**src/hw/rtl/pid_speed_with_feedforward_unit_assert.svh**
```systemverilog
// assertion helpers shared by the speed controller modules
// expects clk_i and rst_ni in the scope of use
`ifndef PID_SPEED_WITH_FEEDFORWARD_UNIT_ASSERT_SVH
`define PID_SPEED_WITH_FEEDFORWARD_UNIT_ASSERT_SVH

// checked only outside reset
`define PSF_ASSERT(lbl, prop, msg) \
  lbl: assert property (@(posedge clk_i) disable iff (!rst_ni) prop) else $error(msg);

// checked on every edge, reset included
`define PSF_ASSERT_ALWAYS(lbl, prop, msg) \
  lbl: assert property (@(posedge clk_i) prop) else $error(msg);

`endif

```
**src/hw/rtl/pid_sf_pkg.sv**
```systemverilog
`timescale 1ns / 1ps
`default_nettype none
package pid_sf_pkg;

  // integral clamp magnitude
  localparam int ISUM_MAX = 300;

  // register index, byte address is 4 * index
  typedef enum logic [2:0] {
    REG_GAIN_PROP   = 3'd0,
    REG_GAIN_INTEG  = 3'd1,
    REG_GAIN_DERIV  = 3'd2,
    REG_FF_SCALE    = 3'd3,
    REG_DRIVE_LIMIT = 3'd4
  } reg_idx_e;

  typedef struct packed {
    logic signed [15:0] gain_prop;
    logic signed [15:0] gain_integ;
    logic signed [15:0] gain_deriv;
    logic signed [15:0] ff_scale;
    logic        [14:0] drive_limit;
  } cfg_t;

  // error stage payload
  typedef struct packed {
    logic               zero;
    logic signed [15:0] target;
    logic signed [16:0] err;
    logic signed [17:0] deriv;
    logic signed [9:0]  isum;
  } err_stage_t;

  // product stage payload
  typedef struct packed {
    logic               zero;
    logic signed [31:0] ff;
    logic signed [32:0] prop;
    logic signed [25:0] integ;
    logic signed [33:0] deriv;
  } prod_stage_t;

endpackage
`default_nettype wire

```
**src/hw/rtl/pid_sf_cfg.sv**
```systemverilog
`timescale 1ns / 1ps
`default_nettype none
module pid_sf_cfg (
  input  wire logic              clk_i,
  input  wire logic              rst_ni,
  input  wire logic              psel,
  input  wire logic              penable,
  input  wire logic              pwrite,
  input  wire logic [4:0]        paddr,
  input  wire logic [31:0]       pwdata,
  output logic      [31:0]       prdata,
  output pid_sf_pkg::cfg_t       cfg_o
);

  pid_sf_pkg::cfg_t   cfg_q;
  pid_sf_pkg::reg_idx_e idx;
  logic               wr_en;

  assign idx   = pid_sf_pkg::reg_idx_e'(paddr[4:2]);
  assign wr_en = psel & penable & pwrite;

  always_ff @(posedge clk_i or negedge rst_ni) begin
    if (!rst_ni) begin
      cfg_q <= '0;
    end else if (wr_en) begin
      case (idx)
        pid_sf_pkg::REG_GAIN_PROP:   cfg_q.gain_prop   <= pwdata[15:0];
        pid_sf_pkg::REG_GAIN_INTEG:  cfg_q.gain_integ  <= pwdata[15:0];
        pid_sf_pkg::REG_GAIN_DERIV:  cfg_q.gain_deriv  <= pwdata[15:0];
        pid_sf_pkg::REG_FF_SCALE:    cfg_q.ff_scale    <= pwdata[15:0];
        pid_sf_pkg::REG_DRIVE_LIMIT: cfg_q.drive_limit <= pwdata[14:0];
        default: ;
      endcase
    end
  end

  always_comb begin
    case (idx)
      pid_sf_pkg::REG_GAIN_PROP:   prdata = {16'h0000, cfg_q.gain_prop};
      pid_sf_pkg::REG_GAIN_INTEG:  prdata = {16'h0000, cfg_q.gain_integ};
      pid_sf_pkg::REG_GAIN_DERIV:  prdata = {16'h0000, cfg_q.gain_deriv};
      pid_sf_pkg::REG_FF_SCALE:    prdata = {16'h0000, cfg_q.ff_scale};
      pid_sf_pkg::REG_DRIVE_LIMIT: prdata = {17'h00000, cfg_q.drive_limit};
      default:                     prdata = '0;
    endcase
  end

  assign cfg_o = cfg_q;

endmodule
`default_nettype wire

```
**src/hw/rtl/pid_sf_front.sv**
```systemverilog
`timescale 1ns / 1ps
`default_nettype none
`include "pid_speed_with_feedforward_unit_assert.svh"
module pid_sf_front (
  input  wire logic                   clk_i,
  input  wire logic                   rst_ni,
  input  wire logic                   in_valid_i,
  output logic                        in_ready_o,
  input  wire logic                   req_type_i,
  input  wire logic signed [15:0]     target_i,
  input  wire logic signed [15:0]     measured_i,
  output logic                        out_valid_o,
  input  wire logic                   out_ready_i,
  output pid_sf_pkg::err_stage_t      out_o
);

  localparam logic signed [17:0] IsumHi = 18'(pid_sf_pkg::ISUM_MAX);
  localparam logic signed [17:0] IsumLo = -IsumHi;

  // input register
  logic               v0_q;
  logic               req0_q;
  logic signed [15:0] tgt0_q;
  logic signed [15:0] meas0_q;
  // error stage register
  logic               v1_q;
  pid_sf_pkg::err_stage_t s1_q, s1_d;
  // controller state
  logic signed [9:0]  err_sum_q, err_sum_d;
  logic signed [16:0] prev_err_q, prev_err_d;

  logic               ready0, ready1, adv0;
  logic signed [16:0] err;
  logic signed [17:0] deriv;
  logic signed [17:0] isum_raw;
  logic signed [9:0]  isum;
  logic               zero;

  assign ready1     = !v1_q || out_ready_i;
  assign ready0     = !v0_q || ready1;
  assign adv0       = v0_q && ready1;
  assign in_ready_o = ready0;

  always_comb begin
    zero     = req0_q | tgt0_q[15] | (tgt0_q == 16'sd0);
    err      = {tgt0_q[15], tgt0_q} - {meas0_q[15], meas0_q};
    deriv    = {err[16], err} - {prev_err_q[16], prev_err_q};
    isum_raw = {{8{err_sum_q[9]}}, err_sum_q} + {err[16], err};
    if (isum_raw > IsumHi) begin
      isum = IsumHi[9:0];
    end else if (isum_raw < IsumLo) begin
      isum = IsumLo[9:0];
    end else begin
      isum = isum_raw[9:0];
    end
    s1_d.zero   = zero;
    s1_d.target = tgt0_q;
    s1_d.err    = err;
    s1_d.deriv  = deriv;
    s1_d.isum   = isum;
    if (zero) begin
      err_sum_d  = '0;
      prev_err_d = '0;
    end else begin
      err_sum_d  = isum;
      prev_err_d = err;
    end
  end

  always_ff @(posedge clk_i or negedge rst_ni) begin
    if (!rst_ni) begin
      v0_q       <= 1'b0;
      v1_q       <= 1'b0;
      err_sum_q  <= '0;
      prev_err_q <= '0;
    end else begin
      if (ready0) v0_q <= in_valid_i;
      if (ready1) v1_q <= v0_q;
      // state moves exactly once per item, in order
      if (adv0) begin
        err_sum_q  <= err_sum_d;
        prev_err_q <= prev_err_d;
      end
    end
  end

  always_ff @(posedge clk_i) begin
    if (ready0) begin
      req0_q  <= req_type_i;
      tgt0_q  <= target_i;
      meas0_q <= measured_i;
    end
    if (ready1) s1_q <= s1_d;
  end

  assign out_valid_o = v1_q;
  assign out_o       = s1_q;

  `PSF_ASSERT(a_isum_range,
    (err_sum_q <= 10'sd300) && (err_sum_q >= -10'sd300),
    "integral left its clamp range")
  `PSF_ASSERT(a_clear_state,
    (adv0 && zero) |=> (err_sum_q == 10'sd0) && (prev_err_q == 17'sd0),
    "state not cleared after clear or stop")
  `PSF_ASSERT(a_prev_err,
    (adv0 && !zero) |=> (prev_err_q == s1_q.err),
    "last error does not match the error handed on")

endmodule
`default_nettype wire

```
**src/hw/rtl/pid_sf_mult.sv**
```systemverilog
`timescale 1ns / 1ps
`default_nettype none
module pid_sf_mult (
  input  wire logic                   clk_i,
  input  wire logic                   rst_ni,
  input  wire pid_sf_pkg::cfg_t       cfg_i,
  input  wire logic                   in_valid_i,
  output logic                        in_ready_o,
  input  wire pid_sf_pkg::err_stage_t in_i,
  output logic                        out_valid_o,
  input  wire logic                   out_ready_i,
  output pid_sf_pkg::prod_stage_t     out_o
);

  logic                    v_q;
  pid_sf_pkg::prod_stage_t p_q, p_d;

  // four independent products, each one multiplier
  always_comb begin
    p_d.zero  = in_i.zero;
    p_d.ff    = $signed(in_i.target) * $signed(cfg_i.ff_scale);
    p_d.prop  = $signed(in_i.err)    * $signed(cfg_i.gain_prop);
    p_d.integ = $signed(in_i.isum)   * $signed(cfg_i.gain_integ);
    p_d.deriv = $signed(in_i.deriv)  * $signed(cfg_i.gain_deriv);
  end

  assign in_ready_o = !v_q || out_ready_i;

  always_ff @(posedge clk_i or negedge rst_ni) begin
    if (!rst_ni) begin
      v_q <= 1'b0;
    end else if (in_ready_o) begin
      v_q <= in_valid_i;
    end
  end

  always_ff @(posedge clk_i) begin
    if (in_ready_o) p_q <= p_d;
  end

  assign out_valid_o = v_q;
  assign out_o       = p_q;

endmodule
`default_nettype wire

```
**src/hw/rtl/pid_sf_out.sv**
```systemverilog
`timescale 1ns / 1ps
`default_nettype none
module pid_sf_out (
  input  wire logic                    clk_i,
  input  wire logic                    rst_ni,
  input  wire logic [14:0]             drive_limit_i,
  input  wire logic                    in_valid_i,
  output logic                         in_ready_o,
  input  wire pid_sf_pkg::prod_stage_t in_i,
  output logic                         out_valid_o,
  input  wire logic                    out_ready_i,
  output logic [14:0]                  drive_o
);

  logic               v_q;
  logic [14:0]        drive_q, drive_d;
  logic signed [41:0] ff_w, prop_w, integ_w, deriv_w, sum_w, lim_w;

  // signed q33.8 sum (8 fraction bits) and clamp to 0..limit
  always_comb begin
    ff_w    = {{2{in_i.ff[31]}}, in_i.ff, 8'h00};
    prop_w  = {{9{in_i.prop[32]}}, in_i.prop};
    integ_w = {{16{in_i.integ[25]}}, in_i.integ};
    deriv_w = {{8{in_i.deriv[33]}}, in_i.deriv};
    sum_w   = ff_w + prop_w + integ_w + deriv_w;
    lim_w   = {19'h00000, drive_limit_i, 8'h00};
    if (in_i.zero || sum_w[41]) begin
      drive_d = '0;
    end else if (sum_w > lim_w) begin
      drive_d = drive_limit_i;
    end else begin
      drive_d = sum_w[22:8];
    end
  end

  assign in_ready_o = !v_q || out_ready_i;

  always_ff @(posedge clk_i or negedge rst_ni) begin
    if (!rst_ni) begin
      v_q <= 1'b0;
    end else if (in_ready_o) begin
      v_q <= in_valid_i;
    end
  end

  always_ff @(posedge clk_i) begin
    if (in_ready_o) drive_q <= drive_d;
  end

  assign out_valid_o = v_q;
  assign drive_o     = drive_q;

endmodule
`default_nettype wire

```
**src/hw/rtl/pid_speed_with_feedforward_unit.sv**
```systemverilog
// order: an input transfer passes the input, error, multiplier and output registers in turn
// throughput: one item per cycle while m_axis_tready holds, four-stage pipe, per-stage ready
// stages: input register, error/integral stage, multiplier stage, sum/clamp output register
// reset: rst_ni async active low clears gains, limit, integral, last error and all valids
// no clearing pass, the block takes items from the first cycle after reset
`timescale 1ns / 1ps
`default_nettype none
`include "pid_speed_with_feedforward_unit_assert.svh"
module pid_speed_with_feedforward_unit (
  input  wire logic        clk_i,
  input  wire logic        rst_ni,
  // input stream
  input  wire logic        s_axis_tvalid,
  output logic             s_axis_tready,
  input  wire logic [31:0] s_axis_tdata,  // [15:0] target_speed, [31:16] measured_speed
  input  wire logic        s_axis_tuser,  // [0] req_type
  // result stream
  output logic             m_axis_tvalid,
  input  wire logic        m_axis_tready,
  output logic [15:0]      m_axis_tdata,  // [14:0] drive_value, [15] zero pad
  // register port
  input  wire logic        psel,
  input  wire logic        penable,
  input  wire logic        pwrite,
  input  wire logic [4:0]  paddr,
  input  wire logic [31:0] pwdata,
  output logic [31:0]      prdata,
  output logic             pready
);

  pid_sf_pkg::cfg_t        cfg;
  pid_sf_pkg::err_stage_t  err_stage;
  pid_sf_pkg::prod_stage_t prod_stage;
  logic                    err_valid, err_ready;
  logic                    prod_valid, prod_ready;
  logic [14:0]             drive;
  logic                    limit_wr;

  // register file, writes complete in the access phase
  assign pready = 1'b1;

  pid_sf_cfg u_cfg (
    .clk_i   (clk_i),
    .rst_ni  (rst_ni),
    .psel    (psel),
    .penable (penable),
    .pwrite  (pwrite),
    .paddr   (paddr),
    .pwdata  (pwdata),
    .prdata  (prdata),
    .cfg_o   (cfg)
  );

  // input register, error, derivative, saturating integral and controller state
  pid_sf_front u_front (
    .clk_i       (clk_i),
    .rst_ni      (rst_ni),
    .in_valid_i  (s_axis_tvalid),
    .in_ready_o  (s_axis_tready),
    .req_type_i  (s_axis_tuser),
    .target_i    (s_axis_tdata[15:0]),
    .measured_i  (s_axis_tdata[31:16]),
    .out_valid_o (err_valid),
    .out_ready_i (err_ready),
    .out_o       (err_stage)
  );

  // feedforward and gain products
  pid_sf_mult u_mult (
    .clk_i       (clk_i),
    .rst_ni      (rst_ni),
    .cfg_i       (cfg),
    .in_valid_i  (err_valid),
    .in_ready_o  (err_ready),
    .in_i        (err_stage),
    .out_valid_o (prod_valid),
    .out_ready_i (prod_ready),
    .out_o       (prod_stage)
  );

  // sum, clamp and output register
  pid_sf_out u_out (
    .clk_i         (clk_i),
    .rst_ni        (rst_ni),
    .drive_limit_i (cfg.drive_limit),
    .in_valid_i    (prod_valid),
    .in_ready_o    (prod_ready),
    .in_i          (prod_stage),
    .out_valid_o   (m_axis_tvalid),
    .out_ready_i   (m_axis_tready),
    .drive_o       (drive)
  );

  assign m_axis_tdata = {1'b0, drive};

  // access phase of a write to the limit register
  assign limit_wr = psel && penable && pwrite && (paddr[4:2] == pid_sf_pkg::REG_DRIVE_LIMIT);

  // checks that a presented result does not exceed the limit now in force
  `PSF_ASSERT(a_drive_le_limit, m_axis_tvalid |-> (drive <= cfg.drive_limit),
    "drive above limit")
  // with the output register empty every stage can take a transfer
  `PSF_ASSERT(a_empty_ready, !m_axis_tvalid |-> s_axis_tready,
    "input stalled with empty output")
  // a limit write lands on the next edge
  `PSF_ASSERT(a_limit_write, limit_wr |=> (cfg.drive_limit == $past(pwdata[14:0])),
    "limit write lost")

endmodule
`default_nettype wire
```
**config.mk**
```make
export PLATFORM = sky130hd
export DESIGN_NAME = pid_speed_with_feedforward_unit
export DESIGN_NICKNAME = d
export VERILOG_FILES = /design/src/hw/rtl/pid_sf_pkg.sv /design/src/hw/rtl/pid_sf_cfg.sv /design/src/hw/rtl/pid_sf_front.sv /design/src/hw/rtl/pid_sf_mult.sv /design/src/hw/rtl/pid_sf_out.sv /design/src/hw/rtl/pid_speed_with_feedforward_unit.sv
export VERILOG_INCLUDE_DIRS = /design/src /design/src/hw/rtl
export SDC_FILE = /design/constraint.sdc
export NUM_CORES = 2
export LEC_CHECK = 0
export BUFFER_PORTS_ARGS = -buffer_cell sky130_fd_sc_hd__buf_2
export CAP_MARGIN = 20
export CORE_AREA = 2 2 294 296
export DETAILED_ROUTE_END_ITERATION = 10
export DIE_AREA = 0 0 296 298
export GPL_ROUTABILITY_DRIVEN = 0
export GPL_TIMING_DRIVEN = 1
export PLACE_DENSITY_LB_ADDON = 0.1
export SLEW_MARGIN = 20
export SYNTH_ARGS = -nofsm -noshare
export SYNTH_HDL_FRONTEND = slang
export SYNTH_SLANG_ARGS = --single-unit
```
**constraint.sdc**
```tcl
create_clock -name clk_i -period 7.8 [get_ports clk_i]
set_input_delay 0.78 -clock clk_i [delete_from_list [all_inputs] [get_ports clk_i]]
set_output_delay 0.78 -clock clk_i [all_outputs]
set_load 0.005 [all_outputs]
```
==> results.py <==
metrics = {
    "timing": {
        "max_freq_mhz": 136,
        "slew_headroom_pct": 26.7,
        "finalCritPeriodShare_pct": 94.4,
        "setup_viol": 0,
        "period_needed_ns": 7.37,
        "worst_slew_pin_slew_ns": 1.10,
        "final_hold_viol_count": 0,
        "finClkSkew_ns": 0.0324,
        "maxSlewViolCount": 0,
        "rsz0062_at_grt": "no",
        "tns_ns": 0,
    },
    "logic_synthesis": {
        "ys_top_cells_by_count": "1,333 x inv_1, 1,037 x fa_1, 623 x nand2_1",
        "yosysUniqueCellTypes": 98,
        "synth_top_flop_cell": "edfxtp_1",
        "synth_seq_cells": 346,
        "yosysWarnings": 0,
        "synth.area.top_cells": "fa_1 37%, edfxtp_1 13%, ha_1 9.5%, inv_1 9.0%, dfrtp_1 4.9%",
        "syn_area_um2": 55900,
        "synth.most_common_cell": "inv_1",
        "synth-seq-area-share_pct": 17.6,
        "yosysTopAreaCell": "fa_1",
        "ys_async_sr_fraction_pct": 31.8,
        "synth_top_area_share_pct": 37.2,
        "postSynthCellCount": 5732,
        "synth_edf_count": 236,
        "avgSynthCellArea_um2": 9.75,
    },
    "run_status": {
        "outcome": "complete, no violations",
    },
    "worst_setup_path": {
        "critPathKind": "reg -> reg",
        "cp_slowest_cell": "dfrtp_1",
        "cp-start-kind": "flop",
        "r2r_end": "u_mult.out_o[124]",
        "crit_chain": "and2_1, fa_1, inv_1, fa_1, fa_1, inv_1, fa_1, fa_1, inv_1, fa_1, inv_1, ha_1, a21o_1, a21o_1, a211oi_1, a21oi_1, a211oi_1, o211ai_1, a31o_2, a21o_1, a21o_1, a21oi_1, xnor2_1",
        "crit_top_cell": "fa_1",
        "arrival_ns": 7.72,
        "critPathCaptureType": "flop",
        "r2r_start": "u_cfg.cfg_o[20]",
        "cp_num_buf_inv": 4,
        "required_ns": 8.15,
        "regToRegSetupSlack_ns": 0.43,
        "rr_worst_depth": 23,
        "cp_max_fo": 18,
        "cpPeakStageDelay_ns": 0.90,
        "critPathTopFamily": "adder cells",
    },
    "final_layout": {
        "synthToLayoutAreaGrowth_pct": 5.74,
        "fin_cells": 6955,
        "postLayoutCellArea_um2": 59100,
        "fin_nets": 7311,
        "drive_gt1_share_pct": 6.77,
    },
    "cts": {
        "cts_resized": 0,
        "holdBufCountCts": 0,
        "cts_tree": "built",
        "cts.clk_slew.worst_paths_ns": 0.07,
        "htree_levels": 2,
        "post-cts-setup-buffers": 0,
        "clock_latency_ns": 0.60,
        "root_buffer": "clkbuf_16",
        "cts-buffers-inserted": 40,
        "clock_path_buffers": 3,
        "cts_sinks": 346,
    },
    "route": {
        "vias_per_cell": 5.77,
        "drc": 0,
        "drtPass1Iterations": 6,
        "num_vias": 40100,
        "wl_um": 147000,
        "drtIter0Drc": 3351,
        "wl_per_cell_um": 21.1,
        "antenna_left": 0,
    },
    "run": {
        "drv_cap": 0,
    },
    "die": {
        "start_util_pct": 65.8,
        "fp.dieW_um": 296,
        "die_h_um": 298,
        "rows": 107,
        "core_area_um2": 84900,
        "dieArea_um2": 88200,
        "io_pins": 128,
    },
    "grt": {
        "antenna_found_initial": 17,
        "grt_max_degree": 68,
        "grt_pass1_wl_um": 232000,
        "grt_usage_pct": 34.8,
        "overflow": 0,
        "grt_pass1_vias": 41100,
    },
    "place": {
        "dp.cells": 6875,
        "portBuffers": 91,
        "dpl_cell_area_um2": 57700,
        "detailed_place_hpwl_um": 122000,
    },
    "min_path": {
        "hold_path_class": "in -> async",
    },
}
final cells by class:
type / instances / area (µm²)
Antenna cell: 7 / 17.5
Clock buffer: 51 / 1080
Clock inverter: 22 / 230
Fill cell: 6605 / 25800
Inverter: 1334 / 5010
Multi-Input combinational cell: 3849 / 40200
Sequential cell: 346 / 9840
Tap cell: 1144 / 1430
Timing Repair Buffer: 202 / 1290
state kept, by name, summed over array words and instances (netlist names):
signal and cells:
u_front.out_valid_o 1, u_front.meas0_q 16, u_out.drive_o 15, u_out.out_valid_o 1, u_mult.out_valid_o 1, u_front.err_sum_q 10
u_cfg.cfg_o 79, u_front.v0_q 1, u_front.tgt0_q 16, u_front.out_o 62, u_front.req0_q 1, u_front.prev_err_q 17
u_mult.out_o 126
worst register-to-register path, delay by kind of cell, from the launching register on:
kind            cells  cell delay (ns)
simple gates        1             0.26
buf+inv             4             0.22
xor+xnor            1             0.08
compound gates     10             2.50
fa+ha+maj           7             3.16
flops               1             0.90
metal layers:
layer,part of all wire (%),GRT usage (%),routed length (µm)
met5,0.053,0,78
met3,10,7.21,14800
met2,45,52.8,66100
met4,5.2,15.1,7700
met1,40,48.8,58300
cell usage in the layout, fill, tap and decap left out, types with 11 or more instances in the layout:
| master | instances |
|---|---|
| a211oi_1 | 21 |
| buf_4 | 112 |
| inv_1 | 1333 |
| nor3_1 | 39 |
| nand4_1 | 14 |
| a22oi_1 | 15 |
| fa_1 | 1037 |
| a21oi_1 | 166 |
| o211ai_1 | 11 |
| dfrtp_1 | 109 |
| o21ai_0 | 107 |
| nor2_1 | 153 |
| conb_1 | 18 |
| and3_1 | 15 |
| ha_1 | 424 |
| o21bai_1 | 26 |
| o21a_1 | 30 |
| nand3_1 | 57 |
| clkbuf_16 | 40 |
| mux2i_1 | 16 |
| nor2b_1 | 23 |
| mux2_2 | 77 |
| xnor2_1 | 152 |
| a31oi_1 | 16 |
| buf_2 | 90 |
| and2_1 | 415 |
| o22ai_1 | 21 |
| xor2_1 | 49 |
| nand2_1 | 622 |
| nand2b_1 | 58 |
| edfxtp_1 | 236 |
| a21o_1 | 73 |
| or3_1 | 18 |
kinds of logic (layout without fill, tap and decap cells):
group	count (synthesis)	in the layout	share of synthesized area, %
AOI/OAI and AO/OA	609	609	7.21
xor gates and xnor gates	201	201	3.15
adders and majority gates	1461	1461	46.7
buffers and inverters	1553	1609	10.6
DFF	346	346	17.6
muxes	94	94	1.88
other	2	25	0.0134
and+or+nand+nor	1466	1466	12.8
how the worst max path moves through the flow:
stage,to,cells after the start,start
global placement,u_mult.out_o[124],24,u_cfg.cfg_o[16]
CTS,u_mult.out_o[124],24,u_cfg.cfg_o[16]
detailed placement,u_mult.out_o[124],24,u_cfg.cfg_o[16]
floorplan,u_mult.out_o[32],26,u_cfg.cfg_o[32]
finish,u_mult.out_o[124],23,u_cfg.cfg_o[20]
global route,u_mult.out_o[124],23,u_cfg.cfg_o[20]
through the flow:
stage,hold WS [ns],utilization (%),setup slack [ns]
final,0.252,69.6,0.434
after global placement,0.468,68.0,0.492
after detailed placement,0.475,68.0,0.411
after global routing,0.316,69.6,0.00866
after floorplan,0.400,-,1.05
after CTS,0.276,69.6,0.408
Power is left out: the tool's default activity adds up to more than one toggle a clock period on the data nets, which glitch-free logic cannot reach.
